==> src/rtl/core/iso8583_pkg.sv <==
// iso8583 message parser package: payload types, result kinds and field table
package iso8583_pkg;

  localparam int FIELD_COUNT = 128;
  localparam int MAP_BITS    = 128;
  localparam int TYPE_LEN    = 4;
  localparam int MAP_CHARS   = 32;
  localparam int TABLE_SIZE  = 10;

  localparam logic [2:0] KIND_TYPE     = 3'd0;
  localparam logic [2:0] KIND_FIELD    = 3'd1;
  localparam logic [2:0] KIND_COMPLETE = 3'd2;
  localparam logic [2:0] KIND_SHORT    = 3'd3;
  localparam logic [2:0] KIND_BAD_HEX  = 3'd4;

  typedef struct packed {
    logic [7:0] data_byte;
    logic       end_of_buffer;
  } in_item_t;

  typedef struct packed {
    logic [2:0] kind;
    logic [7:0] field_number;
    logic [7:0] char_value;
    logic [3:0] char_position;
    logic       field_end;
    logic [7:0] consumed;
    logic       run_last;
  } out_item_t;

  // fields that have a fixed length, in ascending order
  localparam logic [7:0] FIELD_IDS [TABLE_SIZE] = '{
    8'd2, 8'd3, 8'd4, 8'd7, 8'd11, 8'd12, 8'd37, 8'd41, 8'd49, 8'd128
  };

  function automatic logic [4:0] fixed_len(input logic [7:0] f);
    logic [4:0] len;
    case (f)
      8'd2:    len = 5'd16;
      8'd3:    len = 5'd6;
      8'd4:    len = 5'd12;
      8'd7:    len = 5'd10;
      8'd11:   len = 5'd6;
      8'd12:   len = 5'd6;
      8'd37:   len = 5'd12;
      8'd41:   len = 5'd8;
      8'd49:   len = 5'd3;
      8'd128:  len = 5'd16;
      default: len = 5'd0;
    endcase
    return len;
  endfunction

endpackage

==> src/rtl/core/iso8583_message_parser.sv <==
// iso8583 message parser top level: byte-serial type, bitmap and field slicer
//
//  channel | ports                             | carries
//  --------+-----------------------------------+---------------------------------
//  input   | in_valid, in_ready, in_data       | one message byte, end marker
//  output  | out_valid, out_ready, out_data    | type/field byte or end status
//
// one byte is taken per cycle while in_ready is high; its results are built by
// the state logic in the same cycle and land in a three-entry output queue.
// a type or field byte that also ends the buffer yields two results, the byte
// and the end status; input is taken while the queue has two free slots.
// rst_n (synchronous) returns the parser to the type phase and empties the queue.
// an end-of-buffer byte also returns the parser to the type phase.
module iso8583_message_parser
  import iso8583_pkg::*;
(
  input  logic      clk,
  input  logic      rst_n,
  input  logic      in_valid,
  output logic      in_ready,
  input  in_item_t  in_data,
  output logic      out_valid,
  input  logic      out_ready,
  output out_item_t out_data
);

  typedef enum logic [1:0] {PH_TYPE, PH_MAP, PH_FIELDS, PH_DONE} phase_t;

  phase_t                phase_r, phase_nxt;
  logic [5:0]            pos_r, pos_nxt;
  logic [MAP_BITS-1:0]   map_r, map_nxt;
  logic [3:0]            nib_r, nib_nxt;
  logic [7:0]            field_r, field_nxt;
  logic [7:0]            cons_r, cons_nxt;
  logic                  hex_err_r, hex_err_nxt;

  out_item_t             slot_r [3];
  out_item_t             slot_nxt [3];
  logic [1:0]            cnt_r, cnt_nxt;

  logic                  accept, pop;
  logic                  has_byte;
  out_item_t             byte_res, stat_res, res_a, res_b;
  logic [1:0]            n_res;
  logic [4:0]            hex_v;
  logic [7:0]            full_byte;
  logic [4:0]            cur_len;
  logic                  fld_last;
  logic [1:0]            base;
  logic [1:0]            cnt_kept;

  // next present table field numbered above f, or 0 if there is none
  function automatic logic [7:0] next_field(input logic [7:0] f,
                                            input logic [MAP_BITS-1:0] m);
    logic [7:0] g;
    logic [7:0] id;
    logic [7:0] idx;
    g = 8'd0;
    for (int i = TABLE_SIZE - 1; i >= 0; i--) begin
      id  = FIELD_IDS[i];
      idx = id - 8'd1;
      if (m[idx[6:0]] && id > f && {24'd0, id} <= FIELD_COUNT) begin
        g = id;
      end
    end
    return g;
  endfunction

  // {bad, nibble}
  function automatic logic [4:0] hex_decode(input logic [7:0] c);
    logic [7:0] d;
    logic [4:0] r;
    r = 5'b10000;
    if (c >= 8'h30 && c <= 8'h39) begin
      d = c - 8'h30;
      r = {1'b0, d[3:0]};
    end else if (c >= 8'h41 && c <= 8'h46) begin
      d = c - 8'h37;
      r = {1'b0, d[3:0]};
    end else if (c >= 8'h61 && c <= 8'h66) begin
      d = c - 8'h57;
      r = {1'b0, d[3:0]};
    end
    return r;
  endfunction

  assign in_ready  = (cnt_r <= 2'd1);
  assign accept    = in_valid && in_ready;
  assign out_valid = (cnt_r != 2'd0);
  assign out_data  = slot_r[0];
  assign pop       = out_valid && out_ready;

  assign hex_v     = hex_decode(in_data.data_byte);
  assign full_byte = {nib_r, hex_v[3:0]};
  assign cur_len   = fixed_len(field_r);
  assign fld_last  = ({1'b0, pos_r} + 7'd1) >= {2'b00, cur_len};

  // parser state update for one byte
  always_comb begin
    phase_nxt   = phase_r;
    pos_nxt     = pos_r;
    map_nxt     = map_r;
    nib_nxt     = nib_r;
    field_nxt   = field_r;
    cons_nxt    = cons_r;
    hex_err_nxt = hex_err_r;
    has_byte    = 1'b0;
    byte_res    = '0;
    unique case (phase_r)
      PH_TYPE: begin
        has_byte               = 1'b1;
        byte_res.kind          = KIND_TYPE;
        byte_res.char_value    = in_data.data_byte;
        byte_res.char_position = pos_r[3:0];
        byte_res.field_end     = (pos_r == 6'(TYPE_LEN - 1));
        cons_nxt               = cons_r + 8'd1;
        if (pos_r == 6'(TYPE_LEN - 1)) begin
          phase_nxt = PH_MAP;
          pos_nxt   = 6'd0;
        end else begin
          pos_nxt = pos_r + 6'd1;
        end
      end
      PH_MAP: begin
        cons_nxt = cons_r + 8'd1;
        if (hex_v[4]) begin
          hex_err_nxt = 1'b1;
        end
        if (!pos_r[0]) begin
          nib_nxt = hex_v[3:0];
        end else begin
          // first character's msb is field 1
          for (int k = 0; k < 8; k++) begin
            if (full_byte[7-k]) begin
              map_nxt[{pos_r[4:1], 3'(k)}] = 1'b1;
            end
          end
        end
        if (pos_r == 6'(MAP_CHARS - 1)) begin
          pos_nxt   = 6'd0;
          field_nxt = next_field(8'd1, map_nxt);
          phase_nxt = (field_nxt != 8'd0) ? PH_FIELDS : PH_DONE;
        end else begin
          pos_nxt = pos_r + 6'd1;
        end
      end
      PH_FIELDS: begin
        has_byte               = 1'b1;
        byte_res.kind          = KIND_FIELD;
        byte_res.field_number  = field_r;
        byte_res.char_value    = in_data.data_byte;
        byte_res.char_position = pos_r[3:0];
        byte_res.field_end     = fld_last;
        cons_nxt               = cons_r + 8'd1;
        if (fld_last) begin
          pos_nxt   = 6'd0;
          field_nxt = next_field(field_r, map_r);
          if (field_nxt == 8'd0) begin
            phase_nxt = PH_DONE;
          end
        end else begin
          pos_nxt = pos_r + 6'd1;
        end
      end
      PH_DONE: begin
        // trailing bytes are ignored
      end
      default: begin
      end
    endcase
  end

  // end-of-buffer status and result ordering
  always_comb begin
    stat_res          = '0;
    stat_res.consumed = cons_nxt;
    stat_res.run_last = 1'b1;
    if (hex_err_nxt) begin
      stat_res.kind = KIND_BAD_HEX;
    end else if (phase_nxt != PH_DONE) begin
      stat_res.kind = KIND_SHORT;
    end else begin
      stat_res.kind = KIND_COMPLETE;
    end
    res_a = byte_res;
    res_b = stat_res;
    n_res = 2'd0;
    if (has_byte && in_data.end_of_buffer) begin
      n_res = 2'd2;
    end else if (has_byte) begin
      res_a.run_last = 1'b1;
      n_res          = 2'd1;
    end else if (in_data.end_of_buffer) begin
      res_a = stat_res;
      n_res = 2'd1;
    end
    if (!accept) begin
      n_res = 2'd0;
    end
  end

  // output queue: slot 0 is the head
  always_comb begin
    cnt_kept    = cnt_r - {1'b0, pop};
    base        = cnt_kept;
    slot_nxt[0] = pop ? slot_r[1] : slot_r[0];
    slot_nxt[1] = pop ? slot_r[2] : slot_r[1];
    slot_nxt[2] = slot_r[2];
    for (int j = 0; j < 3; j++) begin
      if (n_res != 2'd0 && 2'(j) == base) begin
        slot_nxt[j] = res_a;
      end
      if (n_res == 2'd2 && 2'(j) == base + 2'd1) begin
        slot_nxt[j] = res_b;
      end
    end
    cnt_nxt = cnt_kept + n_res;
  end

  always_ff @(posedge clk) begin
    if (!rst_n) begin
      phase_r   <= PH_TYPE;
      pos_r     <= '0;
      map_r     <= '0;
      nib_r     <= '0;
      field_r   <= '0;
      cons_r    <= '0;
      hex_err_r <= 1'b0;
      cnt_r     <= '0;
      for (int j = 0; j < 3; j++) begin
        slot_r[j] <= '0;
      end
    end else begin
      cnt_r <= cnt_nxt;
      for (int j = 0; j < 3; j++) begin
        slot_r[j] <= slot_nxt[j];
      end
      if (accept) begin
        if (in_data.end_of_buffer) begin
          phase_r   <= PH_TYPE;
          pos_r     <= '0;
          map_r     <= '0;
          nib_r     <= '0;
          field_r   <= '0;
          cons_r    <= '0;
          hex_err_r <= 1'b0;
        end else begin
          phase_r   <= phase_nxt;
          pos_r     <= pos_nxt;
          map_r     <= map_nxt;
          nib_r     <= nib_nxt;
          field_r   <= field_nxt;
          cons_r    <= cons_nxt;
          hex_err_r <= hex_err_nxt;
        end
      end
    end
  end

  a_cnt_bound: assert property (@(posedge clk) disable iff (!rst_n)
    cnt_r <= 2'd3)
    else $error("output queue overflow");

  a_end_resets: assert property (@(posedge clk) disable iff (!rst_n)
    accept && in_data.end_of_buffer |=> phase_r == PH_TYPE && cons_r == 8'd0)
    else $error("parser not reset after end of buffer");

  a_field_len: assert property (@(posedge clk) disable iff (!rst_n)
    phase_r == PH_FIELDS |-> fixed_len(field_r) != 5'd0 && pos_r < 6'd16)
    else $error("slicing a field with no length");

  a_type_pos: assert property (@(posedge clk) disable iff (!rst_n)
    phase_r == PH_TYPE |-> pos_r < 6'(TYPE_LEN))
    else $error("type position out of range");

  a_status_shape: assert property (@(posedge clk) disable iff (!rst_n)
    out_valid && (out_data.kind == KIND_COMPLETE || out_data.kind == KIND_SHORT ||
                  out_data.kind == KIND_BAD_HEX)
      |-> out_data.field_number == 8'd0 && out_data.run_last)
    else $error("malformed status item");

endmodule
==> config.mk <==
export PLATFORM = sky130hd
export DESIGN_NAME = iso8583_message_parser
export DESIGN_NICKNAME = d
export VERILOG_FILES = /design/src/rtl/core/iso8583_pkg.sv /design/src/rtl/core/iso8583_message_parser.sv
export SDC_FILE = /design/constraint.sdc
export NUM_CORES = 1
export LEC_CHECK = 0
export ABC_AREA = 1
export BUFFER_PORTS_ARGS = -buffer_cell sky130_fd_sc_hd__buf_2
export CORE_ASPECT_RATIO = 1.25
export CORE_MARGIN = 4
export CORE_UTILIZATION = 56
export CTS_BUF_LIST = sky130_fd_sc_hd__clkbuf_16
export CTS_CLUSTER_DIAMETER = 30
export CTS_CLUSTER_SIZE = 30
export DETAILED_ROUTE_END_ITERATION = 7
export PLACE_DENSITY = 0.77
export SLEW_MARGIN = 20
export SYNTH_ARGS = -nofsm -noshare
export SYNTH_HDL_FRONTEND = slang
export SYNTH_SLANG_ARGS = --single-unit
==> constraint.sdc <==
create_clock -name clk -period 2.65 [get_ports clk]
set_input_delay 0.265 -clock clk [delete_from_list [all_inputs] [get_ports clk]]
set_output_delay 0.265 -clock clk [all_outputs]
set_load 0.1 [all_outputs]
---- Word level (Yosys, flattened, before mapping) ----
Memory sizes are Yosys's and may differ from the RTL's.
Index checks and enable logic that the tools add are counted.
storage, ports and cells
  register bits ........................... 159
  RAM bits ................................ 99
  input port bits ......................... 13
  output and inout bits ................... 35
  memories kept ........................... 1
memory list
  name    depth  width  rd ports  clocked after Yosys merged registers in  wr ports  RTL line                      text
  slot_r  3      33     3         0                                        3         iso8583_message_parser.sv:37  out_item_t slot_r [3];
operators by class
  add/subtract/negate cells ............... 9
  magnitude comparators ................... 34
  equality and inequality tests ........... 23
  mux-type cells .......................... 121
  bitwise gates (word level) .............. 11
  reduce and logical (&&, ||, !) cells .... 51
operator list
  cell                number
  $mux 128            26
  $mux 33             13
  $mux 8              30
  $or 128x121->128    1
  $or 128x122->128    1
  $or 128x123->128    1
  $or 128x124->128    1
  $or 128x125->128    1
  $or 128x126->128    1
  $or 128x127->128    1
  $or 128x128->128    1
  $lt 7x8->1 const B  8
  $ge 7x1->1 const B  8
  $demux 1 s4         8
  $mux 32             1
  $logic_and 1x1->1   30
  $pmux 5 s6          1
  $pmux 13 s2         1
  $eq 8x6->1 const B  3
  $gt 6x8->1 const A  3
  $mux 6              4
  $mux 1              19
  $pmux 6 s3          1
  $eq 8x2->1 const B  2
  other kinds (47)    83

---- Depth between registers and ports, before layout ----
Gate-level depths: netlist (run 1).
  depth after elaboration ................. 61
  mapped depth ............................ 24

---- Least setup slack after synthesis (run 1) ----
No wires, ideal clock.
  kind .................................... reg-to-reg
  start ................................... register cnt_r[1]
  end ..................................... memory slot_r[0][65] (netlist name)
  data arrival time ....................... 3.042 ns
  required time ........................... 2.533 ns
  path slack .............................. -0.509 ns
  cell stages (with the launch flop) ...... 20
  path buffers ............................ 2
  clock period less this slack ............ 3.159 ns
  cells stage by stage .................... dfxtp_1 > nor2_1 > inv_1 > nand2_1 > clkinv_1 > clkbuf_1 > ha_1 > or2_1 > nand2_1 > inv_2 > nor2_1 > inv_1 > nor2_4 > nor2_1 > inv_1 > nor2_1 > buf_2 > inv_1 > o2111ai_1 > inv_1
RTL lines
  what                    RTL line                       text
  start, declared         iso8583_message_parser.sv:39   logic [1:0] cnt_r, cnt_nxt;
  start signal, assigned  iso8583_message_parser.sv:234  cnt_r <= cnt_nxt;
  end, declared           iso8583_message_parser.sv:37

---- Worst setup path after layout (run 1) ----
  start ................................... register field_r[4]
  end ..................................... register field_r[2]
on the way
  cells in the longest elaborated chain, start to end .. 16
  elaborated cells between the ends (all ways) .. 49
ends and longest elaborated chain
  what                    RTL line                       text
  start, declared         iso8583_message_parser.sv:33   logic [7:0] field_r, field_nxt;
  start signal, assigned  iso8583_message_parser.sv:252  field_r <= field_nxt;
  $gt 6x8->1              iso8583_message_parser.sv:62   if (m[idx[6:0]] && id > f && {24'd0, id} <= FIELD_COUNT) begin
  $logic_and 1x1->1       iso8583_message_parser.sv:62
  $mux 8 (9 in series)    iso8583_message_parser.sv:62
  $mux 8                  iso8583_message_parser.sv:155  if (fld_last) begin
  $mux 8                  iso8583_message_parser.sv:109  unique case (phase_r)
  $mux 8                  iso8583_message_parser.sv:155
  $pmux 8 s2              iso8583_message_parser.sv:109
  $mux 8                  iso8583_message_parser.sv:239  if (in_data.end_of_buffer) begin
Several ways; a longest one is shown, not always the timed one. The select of a mux whose other input is x is not followed.
A chain may end at the register's enable or synchronous reset.

==> reports/results.ini, run 1 <==
[global_route]
grt_pass1_vias=7274
grt_antenna_before_repair=0
grt_overflow_total=0
grt_util_all_layers_pct=26.8
grt_pass1_wl_um=35300
grt_start_max_net_pins=69

[route]
via_count=7748
drt_wl_total_um=21400
drt-vias-per-instance=5.55
ant_nets=0
wire_per_inst_um=15.4
first_iter_violations=654
post-route-drc-count=0
firstDrtPassIters=5

[layout]
multi_input_area_um2=4370
nFillCells=1205
syn_to_final_growth_pct=17.6
diodes=0
ff_latch_area_um2=2750
layout.nets=1240
instances_no_fill=1397
drive_gt1_share_pct=21.2

[die]
core_um2=13800
fp.dieH_um=140
start_util_pct=57.1
die-area_um2=16000
rows=48
io_pins=48
die_x_um=114

[yosys]
synth_nets=1195
synthArstFlopShare_pct=0
synth.cell_area_um2=7850
synth_ff_type=dfxtp_1
synth_area_leader_cell=dfxtp_1
synth-seq-cells=136
yosysWarningCount=0
seq_area_frac_synth_pct=34.7
synth_area_leaders=dfxtp_1, nand2_1, inv_1
syn_avg_cell_area_um2=6.75
syn_inst=1164
synth.top_cell.area_share_pct=34.7
synth_edf_count=0
synth.distinct_cells=49

[pwr]
powerDensity_nw_per_um2=824
p_clk_share_pct=32.7
leakage_uw=0.00378
p_sw_uw=3070
seqPwrFrac_pct=31.7
p_int_uw=4530
irDropWorstVdd_v=0.000717
combPwrFrac_pct=35.5
switching_share_pct=40.4

[timing]
rsz0062_at_grt=yes
worst_pin_slew_ps=666
finalMaxSlewViolations=0
finalHoldViolCount=0
fin_crit_ps=2620
relSlewSlack_pct=55.1
max_freq_mhz=382
setup_violations=0
fin_ws_ps=30.6
skew_ps=5.43
period_share_pct=98.8

[run_status]
status=finished, final reports clean

[clock_tree]
htreeDepth=4
postCtsHoldBufs=0
clockBufferDepth=2
root_buffer=clkbuf_16
insertion_delay_ps=430
cts_tree=built
clk_pin_slew_ps=60
numClockSinks=136
cts_buffers=17

[critical_path]
start_kind=register
arrival_ps=2970
worstSetupEndpointType=register
critical_path_required_ps=3000
cp_max_fo=6
path_class=register to register

[hold_path]
min_path_type=input port to register

[place]
place_ws_ps=14.7
dpl.hpwl_um=15600
dp_cells=1361
finalWeightedCongestion=0.914
numPortBuffers=46

[run]
maxCapViolCount=0

[sequential cells by signal, summed over array words and instances (netlist names)]
register	cells
map_r	10
nib_r	4
cnt_r	2
hex_err_r	1
cons_r	8
pos_r	6
phase_r	2
slot_r	96
field_r	7
[area by class of cell]
type / count / share of cell area (%)
flip-flops and latches: 136 / 29.7
inverters: 127 / 5.29
repair buffers: 113 / 8.63
clock inverters: 15 / 2.01
well taps: 175 / 2.37
clock buffers: 17 / 4.61
multi-input cells: 814 / 47.4
[cell families after synthesis]
group,share of synthesized area [%]
fa+ha+maj,2.87
simple gates,31.8
flops,34.7
buf+inv,12.7
xor+xnor,1.12
compound gates,16.9
other cells,0.0478
[power groups by stage]
stage                     combinational [uW]  sequential (uW)  clock, uW
after floorplan                         2140             2430          0
after global placement                  2510             2440          0
after detailed placement                2540             2450          0
after CTS                               2560             2410       2500
after global routing                    2890             2440       2590
final                                   2700             2410       2490
[path summary, 6_finish.rpt]
| check | start | endpoint | slack [ps] | cells past startpoint |
|---|---|---|---|---|
| worst min-delay path | rst_n | cnt_r[0] | 210 | 3 |
| worst min register to register | slot_r[0][86] | slot_r[0][86] | 460 | 2 |
| worst max-delay path | field_r[4] | field_r[2] | 30 | 20 |
| worst max register to register | field_r[4] | field_r[2] | 30 | 20 |
[per-layer routing]
| layer | up-vias | wire (um) | track usage, % |
|---|---|---|---|
| met4 | 0 | 520 | 9.26 |
| li1 | 3885 | - | - |
| met3 | 48 | 1090 | 5.06 |
| met2 | 219 | 10700 | 45.9 |
| met5 | - | 0 | 0 |
| met1 | 3596 | 9100 | 33.6 |
[through the flow]
stage / util, % / instance area, um^2 / power (uW) / hold WS [ps] / TNS (ps)
2_1_floorplan: - / 7980 / 4570 / 439 / -15300
3_3_place_gp: 61.0 / 8390 / 4950 / 448 / 0
5_1_grt: 67.1 / 9230 / 7930 / 208 / -1780
4_1_cts: 65.5 / 9000 / 7470 / 195 / 0
6_report: 67.1 / 9230 / 7610 / 211 / 0
3_5_place_dp: 61.0 / 8390 / 4990 / 455 / 0
[Yosys cell counts (2+ instances only)]
master and instances:
a21oi_2 2, buf_1 4, nor2_1 100, nand3_1 82, o21ai_2 7, clkinv_1 3, inv_1 112, nand2_4 4
xor2_1 8, nand3_2 14, buf_4 35, and3_1 2, a21oi_1 78, a211oi_1 11, inv_2 11, nor3_2 2
or2_1 2, nor2_2 9, a21boi_1 2, nand4_1 5, dfxtp_1 136, a221oi_1 2, nor2_4 8, o21ai_1 3
xnor2_1 2, nand2_1 316, o211ai_1 17, ha_1 18, buf_6 3, a22oi_1 7, a31oi_1 57, nand2_2 6
nor3_1 13, clkbuf_1 31, buf_2 13, o21ai_0 26
[placed cells by master (no fill, tap or decap), drive strengths merged, types with 3 or more instances in the layout]
cell | synthesis | routed
a211oi | 11 | 11
a21boi | 3 | 3
a21oi | 80 | 80
a22oi | 7 | 7
a31oi | 57 | 57
buf | 55 | 113
bufinv | 0 | 4
clkbuf | 32 | 17
clkinv | 4 | 8
clkinvlp | 0 | 3
dfxtp | 136 | 136
ha | 18 | 18
inv | 123 | 127
nand2 | 326 | 326
nand3 | 96 | 96
nand4 | 5 | 5
nor2 | 117 | 117
nor3 | 15 | 15
o211ai | 17 | 17
o21ai | 36 | 37
xor2 | 8 | 8
[critical path, stage by stage, from the launching register on]
cell	delay [ps]
dfxtp_4	360
nor2_4	130
buf_4	150
nand4_1	150
nand2_1	170
nor2_1	70
ha_1	280
o21ai_1	80
nand2_1	60
nand2_1	60
nand3_2	90
nor2_1	50
inv_2	70
o21ai_2	60
a21oi_2	130
inv_2	60
nor2_4	150
inv_2	60
a21oi_1	120
o21ai_0	120
a21oi_1	140
[timing repair]
action / 4_1_cts / 5_1_grt
gates resized for setup: 3 / 65
setup endpoints to repair: 2 / 74
cloned: 0 / 1
pin swaps: 0 / 13
setup buffers: 0 / 3
No activity file was read; power rests on OpenSTA's default activity.
==> run 2, diff against run 1 <==
ABC_AREA = not set   (was 1)
CORE_UTILIZATION = 55   (was 56)
PLACE_DENSITY = 0.76   (was 0.77)
==> run 2 against run 1 <==
The flow now finishes with violations (negative setup slack). Power grew 6.9%. Register-to-register slack lost 100 ps. Combinational power grew 14%. Largest power group unchanged. Synthesized cell count shrank 19%. Count of clock-buffer cells in the layout is the same. Critical path depth shrank 8. Critical path type unchanged. Worst hold slack lost 90 ps. First-iteration DRC count shrank 4.1%. Cell area grew 3.7%. Sequential cell count is the same. Die area grew 0.70%. Largest cell class unchanged.
==> reports/results.ini, run 2 <==
[yosys]
syn_avg_cell_area_um2=8.20
synthArstFlopShare_pct=0
synth_ff_type=dfxtp_1
synth_edf_count=0
synth.distinct_cells=72
synth_area_leaders=dfxtp_1, mux2i_1, a21oi_1
synth.top_cell.area_share_pct=35.0
synth.cell_area_um2=7770
synth-seq-cells=136
synth_area_leader_cell=dfxtp_1
yosysWarningCount=0
synth_nets=979
synth_commonest_cells=dfxtp_1, a21oi_1, nand2_1
yosys.cell_count.top_type=dfxtp_1
syn_inst=948
seq_area_frac_synth_pct=35.0

[die]
start_util_pct=56.3
rows=48
io_pins=48
die-area_um2=16100
die_x_um=114
core_um2=13800
fp.dieH_um=141

[clock_tree]
cts_buffers=17
htreeDepth=4
cts_tree=built
root_buffer=clkbuf_16
insertion_delay_ps=430
clockBufferDepth=2
numClockSinks=136
clk_pin_slew_ps=60

[global_route]
grt_antenna_before_repair=0
grt_pass1_wl_um=35900
grt_pass1_vias=7446
grt_util_all_layers_pct=27.4
grt_overflow_total=0
grt_start_max_net_pins=43

[place]
dpl.hpwl_um=15000
numPortBuffers=46
finalWeightedCongestion=1.02
place_ws_ps=-172

[timing]
fin_crit_ps=2720
skew_ps=6.47
rsz0062_at_grt=yes
worst_pin_slew_ps=696
setup_violations=15
fin_setup_tns_ps=-515
max_freq_mhz=368
period_share_pct=103
fin_ws_ps=-69.7
finalMaxSlewViolations=0
finalHoldViolCount=0
relSlewSlack_pct=53.6

[layout]
diodes=0
layout_common_cells=dfxtp_1, buf_4, a21oi_1
regMostFlops=slot_r
layout.nets=1042
drive_gt1_share_pct=25.5
syn_to_final_growth_pct=23.2
final_common_cell=dfxtp_1
top_regs=slot_r (96), map_r (10), cons_r (8)
fin_util_pct=69.3
largest_reg_flops=96

[critical_path]
worst-path-stages=12
worstSetupEndpointType=register
r2r_slack_ps=-70
max_stage_delay_ps=370
critical_path_required_ps=3010
rr_worst_depth=12
path_class=register to register
arrival_ps=3080
cp_max_fo=4
start_kind=register
r2r-end=slot_r[0][96]
rr_startpoint=field_r[2]
endpoint=slot_r[0][96]
path_buf_inv=1
crit_start=field_r[2]
worst_path_max_delay_cell=dfxtp_4
crit_chain=nor3b_4, a22o_1, a22oi_2, or3_1, ha_1, o21a_1, a221oi_4, nor4_2, nor2_2, buf_4, o211ai_1, o21ai_1
worst_path_dominant_cell_family=compound AO/OA/AOI/OAI gates

[route]
drt_wl_total_um=21800
wire_per_inst_um=18.2
first_iter_violations=627
post-route-drc-count=0
via_count=7417
drt-vias-per-instance=6.19
ant_nets=0
firstDrtPassIters=5

[run]
maxCapViolCount=0

[run_status]
status=finished, violations left
violations=negative setup slack

[pwr]
irDropWorstVdd_v=0.000786
p_total_uw=8130
powerDensity_nw_per_um2=850
leakage_uw=0.00408

[hold_path]
min_path_type=input port to register

## run 2: layout make-up
cell class,count,area [um^2]
clock buffers,17,425
clock inverters,15,225
fillers,1084,4240
inverters,26,106
multi-input cells,685,4840
flip-flops and latches,136,2730
well taps,175,219
repair buffers,145,1020
## run 2: per-layer routing
metal | track usage (%) | wire [um]
met2 | 46.7 | 11000
met3 | 4.81 | 950
met4 | 16.3 | 1010
met5 | 0 | 0
met1 | 31.9 | 8830
## run 2: cells by family (layout without fill, tap and decap cells)
group,Yosys count,in the layout,share of synthesized area (%)
compound gates,285,285,23.6
other cells,1,1,0.0483
buf+inv,127,203,7.84
fa+ha+maj,18,18,2.90
flops,136,136,35.0
simple gates,299,299,20.2
xor+xnor,17,17,1.92
mux,65,65,8.41
## run 2: stage by stage
step,area [um^2],std cells,hold WS (ps)
detailed placement,8720,1164,447
global placement,8720,1164,444
finish,9570,1199,121
CTS,9450,1197,108
floorplan,8210,948,412
global route,9570,1199,145
## run 2: what timing repair did
item	in CTS	in global routing
pin swaps	12	16
hold buffers	0	0
gates cloned	1	0
gates resized for setup	22	27
endpoints found under the setup margin	18	33
hold endpoints to repair	0	0
buffers inserted	0	2
## run 2: worst min-delay path by stage
stage / from / to / cells past startpoint
5_1_grt: in_data[8] / slot_r[0][87] / 3
3_5_place_dp: slot_r[0][82] / slot_r[0][82] / 2
6_report: in_data[8] / slot_r[0][87] / 3
2_1_floorplan: in_data[1] / slot_r[0][80] / 2
3_3_place_gp: slot_r[0][95] / slot_r[0][95] / 2
4_1_cts: in_data[8] / slot_r[0][87] / 3
## run 2: report_power, final
part / switching [uW] / total, uW / leakage, uW / internal (uW)
Combinational: 2190 / 3080 / 0.00266 / 894
Clock: 934 / 2610 / 0.000313 / 1670
Sequential: 137 / 2440 / 0.00110 / 2300
Total: 3260 / 8130 / 0.00408 / 4870
## run 2: tightest hold or removal path, cell delays in order
cell,delay [ps]
buf_2,120
nand3_1,60
a21oi_1,50
==> run 3, diff against run 2 <==
==> constraint.sdc (replaced) <==
create_clock -name clk -period 2.65 [get_ports clk]
set_input_delay 0.1325 -clock clk [delete_from_list [all_inputs] [get_ports clk]]
set_output_delay 0.1325 -clock clk [all_outputs]
set_load 0.1 [all_outputs]
==> run 3 against run 2 <==
The flow still finishes with violations (negative setup slack). Clock skew is 2.3 ps higher. Via count is 1.4% lower. Worst hold slack worse by 51 ps. Critical path depth is 1 higher. Worst setup slack worse by 5.3 ps. First-iteration DRC count is 2.6% higher. Clock power is 3% lower. Count of clock-buffer cells in the layout stayed put. Sequential share of layout area is 0.12 points higher. Core utilization is 0.091 points lower. Critical path type unchanged. Highest routed layer unchanged.
==> reports/results.ini, run 3 (synthesized netlist as in run 2, its figures left out) <==
[route]
first_iter_violations=643
firstDrtPassIters=6
wire_per_inst_um=17.8
ant_nets=0
drt_wl_total_um=21300
via_count=7312
drt-vias-per-instance=6.11
post-route-drc-count=0

[die]
die_x_um=114
rows=48
die-area_um2=16100
core_um2=13800
fp.dieH_um=141
io_pins=48
start_util_pct=56.3

[run_status]
status=finished, violations left
violations=negative setup slack

[pwr]
switching_share_pct=39.8
combPwrFrac_pct=38.1
p_clk_share_pct=31.5
irDropWorstVdd_v=0.000667
leakage_uw=0.00407
seqPwrFrac_pct=30.4
p_int_uw=4850
powerDensity_nw_per_um2=843
p_sw_uw=3210

[critical_path]
crit_chain=nor3b_4, a22o_1, a22oi_1, or3_1, ha_1, o21a_1, a221oi_4, buf_4, nor4_4, nor2_4, buf_6, o2111ai_2, o21ai_1
max_stage_delay_ps=370
worstSetupEndpointType=register
path_buf_inv=2
path_class=register to register
critical_path_required_ps=2960
r2r_slack_ps=-80
worst_path_max_delay_cell=dfxtp_4
cp_max_fo=4
start_kind=register
worst_path_dominant_cell_family=simple AND/OR/NAND/NOR gates
arrival_ps=3030

[clock_tree]
cts_buffers=17
numClockSinks=136
root_buffer=clkbuf_16
cts_tree=built
insertion_delay_ps=420
clk_pin_slew_ps=60
htreeDepth=4
clockBufferDepth=2

[timing]
fin_ws_ps=-75.0
max_freq_mhz=367
fin_crit_ps=2730
period_share_pct=103
worst_pin_slew_ps=631
rsz0062_at_grt=yes
relSlewSlack_pct=57.9
setup_violations=8
fin_setup_tns_ps=-359
skew_ps=8.81
finalHoldViolCount=0
finalMaxSlewViolations=0

[layout]
fin_area_um2=9560
final_common_cell=dfxtp_1
layout_common_cells=dfxtp_1, buf_4, a21oi_1
diodes=0
drive_gt1_share_pct=25.3
syn_to_final_growth_pct=23.0
layout.nets=1040
regMostFlops=slot_r
top_regs=slot_r (96), map_r (10), cons_r (8)
largest_reg_flops=96
instances_no_fill=1196

[place]
place_ws_ps=-154
placed_area_um2=8700
dp_cells=1161
numPortBuffers=46
dpl.hpwl_um=14700
finalWeightedCongestion=0.919

[global_route]
grt_pass1_vias=7257
grt_start_max_net_pins=40
grt_antenna_before_repair=0
grt_pass1_wl_um=34800
grt_overflow_total=0
grt_util_all_layers_pct=26.4

[hold_path]
min_path_type=input port to register

[run]
maxCapViolCount=0

## run 3: cell types whose count changed in the layout (fill, tap and decap cells not counted), moves of 2 or more
cell / delta
dfxtp_4: +2
buf_4: -3
dfxtp_1: -2
clkinv_4: -3
a22oi_2: -5
clkinvlp_4: +2
a22oi_1: +5
inv_6: -2
clkinv_1: +2
## run 3: worst min-delay path, delay by kind of cell
kind | cells | cell delay, ps
simple gates | 1 | 90
buf+inv | 1 | 170
compound gates | 1 | 50
## run 3: power groups by stage
stage / Clock (uW) / Sequential (uW) / Combinational [uW]
global route: 2650 / 2480 / 3250
CTS: 2570 / 2450 / 3010
global placement: 0 / 2480 / 2940
finish: 2530 / 2450 / 3070
floorplan: 0 / 2450 / 2690
detailed placement: 0 / 2490 / 2970
## run 3: cell type report
cell class	count	area (um^2)
Sequential cell	136	2740
Inverter	26	106
Clock buffer	17	425
Tap cell	175	219
Clock inverter	14	205
Multi-Input combinational cell	685	4860
Timing Repair Buffer	143	1000
Fill cell	1066	4260
## run 3: per-layer routing
metal	GRT usage, %	up-vias	share of wire (%)
li1	-	3542	-
met1	31.0	3492	41
met2	46.5	208	52
met3	3.95	70	3.5
met4	12.8	0	3.7
met5	0	-	0
## run 3: worst paths after layout
path                 startpoint             to  depth (start not counted)
hold / removal       in_data[3]  slot_r[0][82]                          3
setup / recovery     field_r[2]  slot_r[0][30]                         13
setup reg to reg     field_r[2]  slot_r[0][30]                         13
hold reg to reg   slot_r[0][77]  slot_r[0][77]                          2
## run 3: stage by stage
step | hold WS, ps | utilization [%] | total power, uW
2_1_floorplan | 280 | - | 5140
3_3_place_gp | 429 | 63.0 | 5420
3_5_place_dp | 438 | 63.0 | 5470
4_1_cts | 44.5 | 68.3 | 8030
5_1_grt | 55.4 | 69.2 | 8380
6_report | 70.2 | 69.2 | 8050
## run 3: repair_timing
| action | in CTS | in global routing |
|---|---|---|
| pin swaps | 9 | 14 |
| gates resized for setup | 23 | 33 |
| endpoints found under the hold margin | 1 | 0 |
| hold buffers | 1 | 0 |
| buffers inserted | 1 | 2 |
| gates cloned | 1 | 0 |
| endpoints found under the setup margin | 14 | 34 |
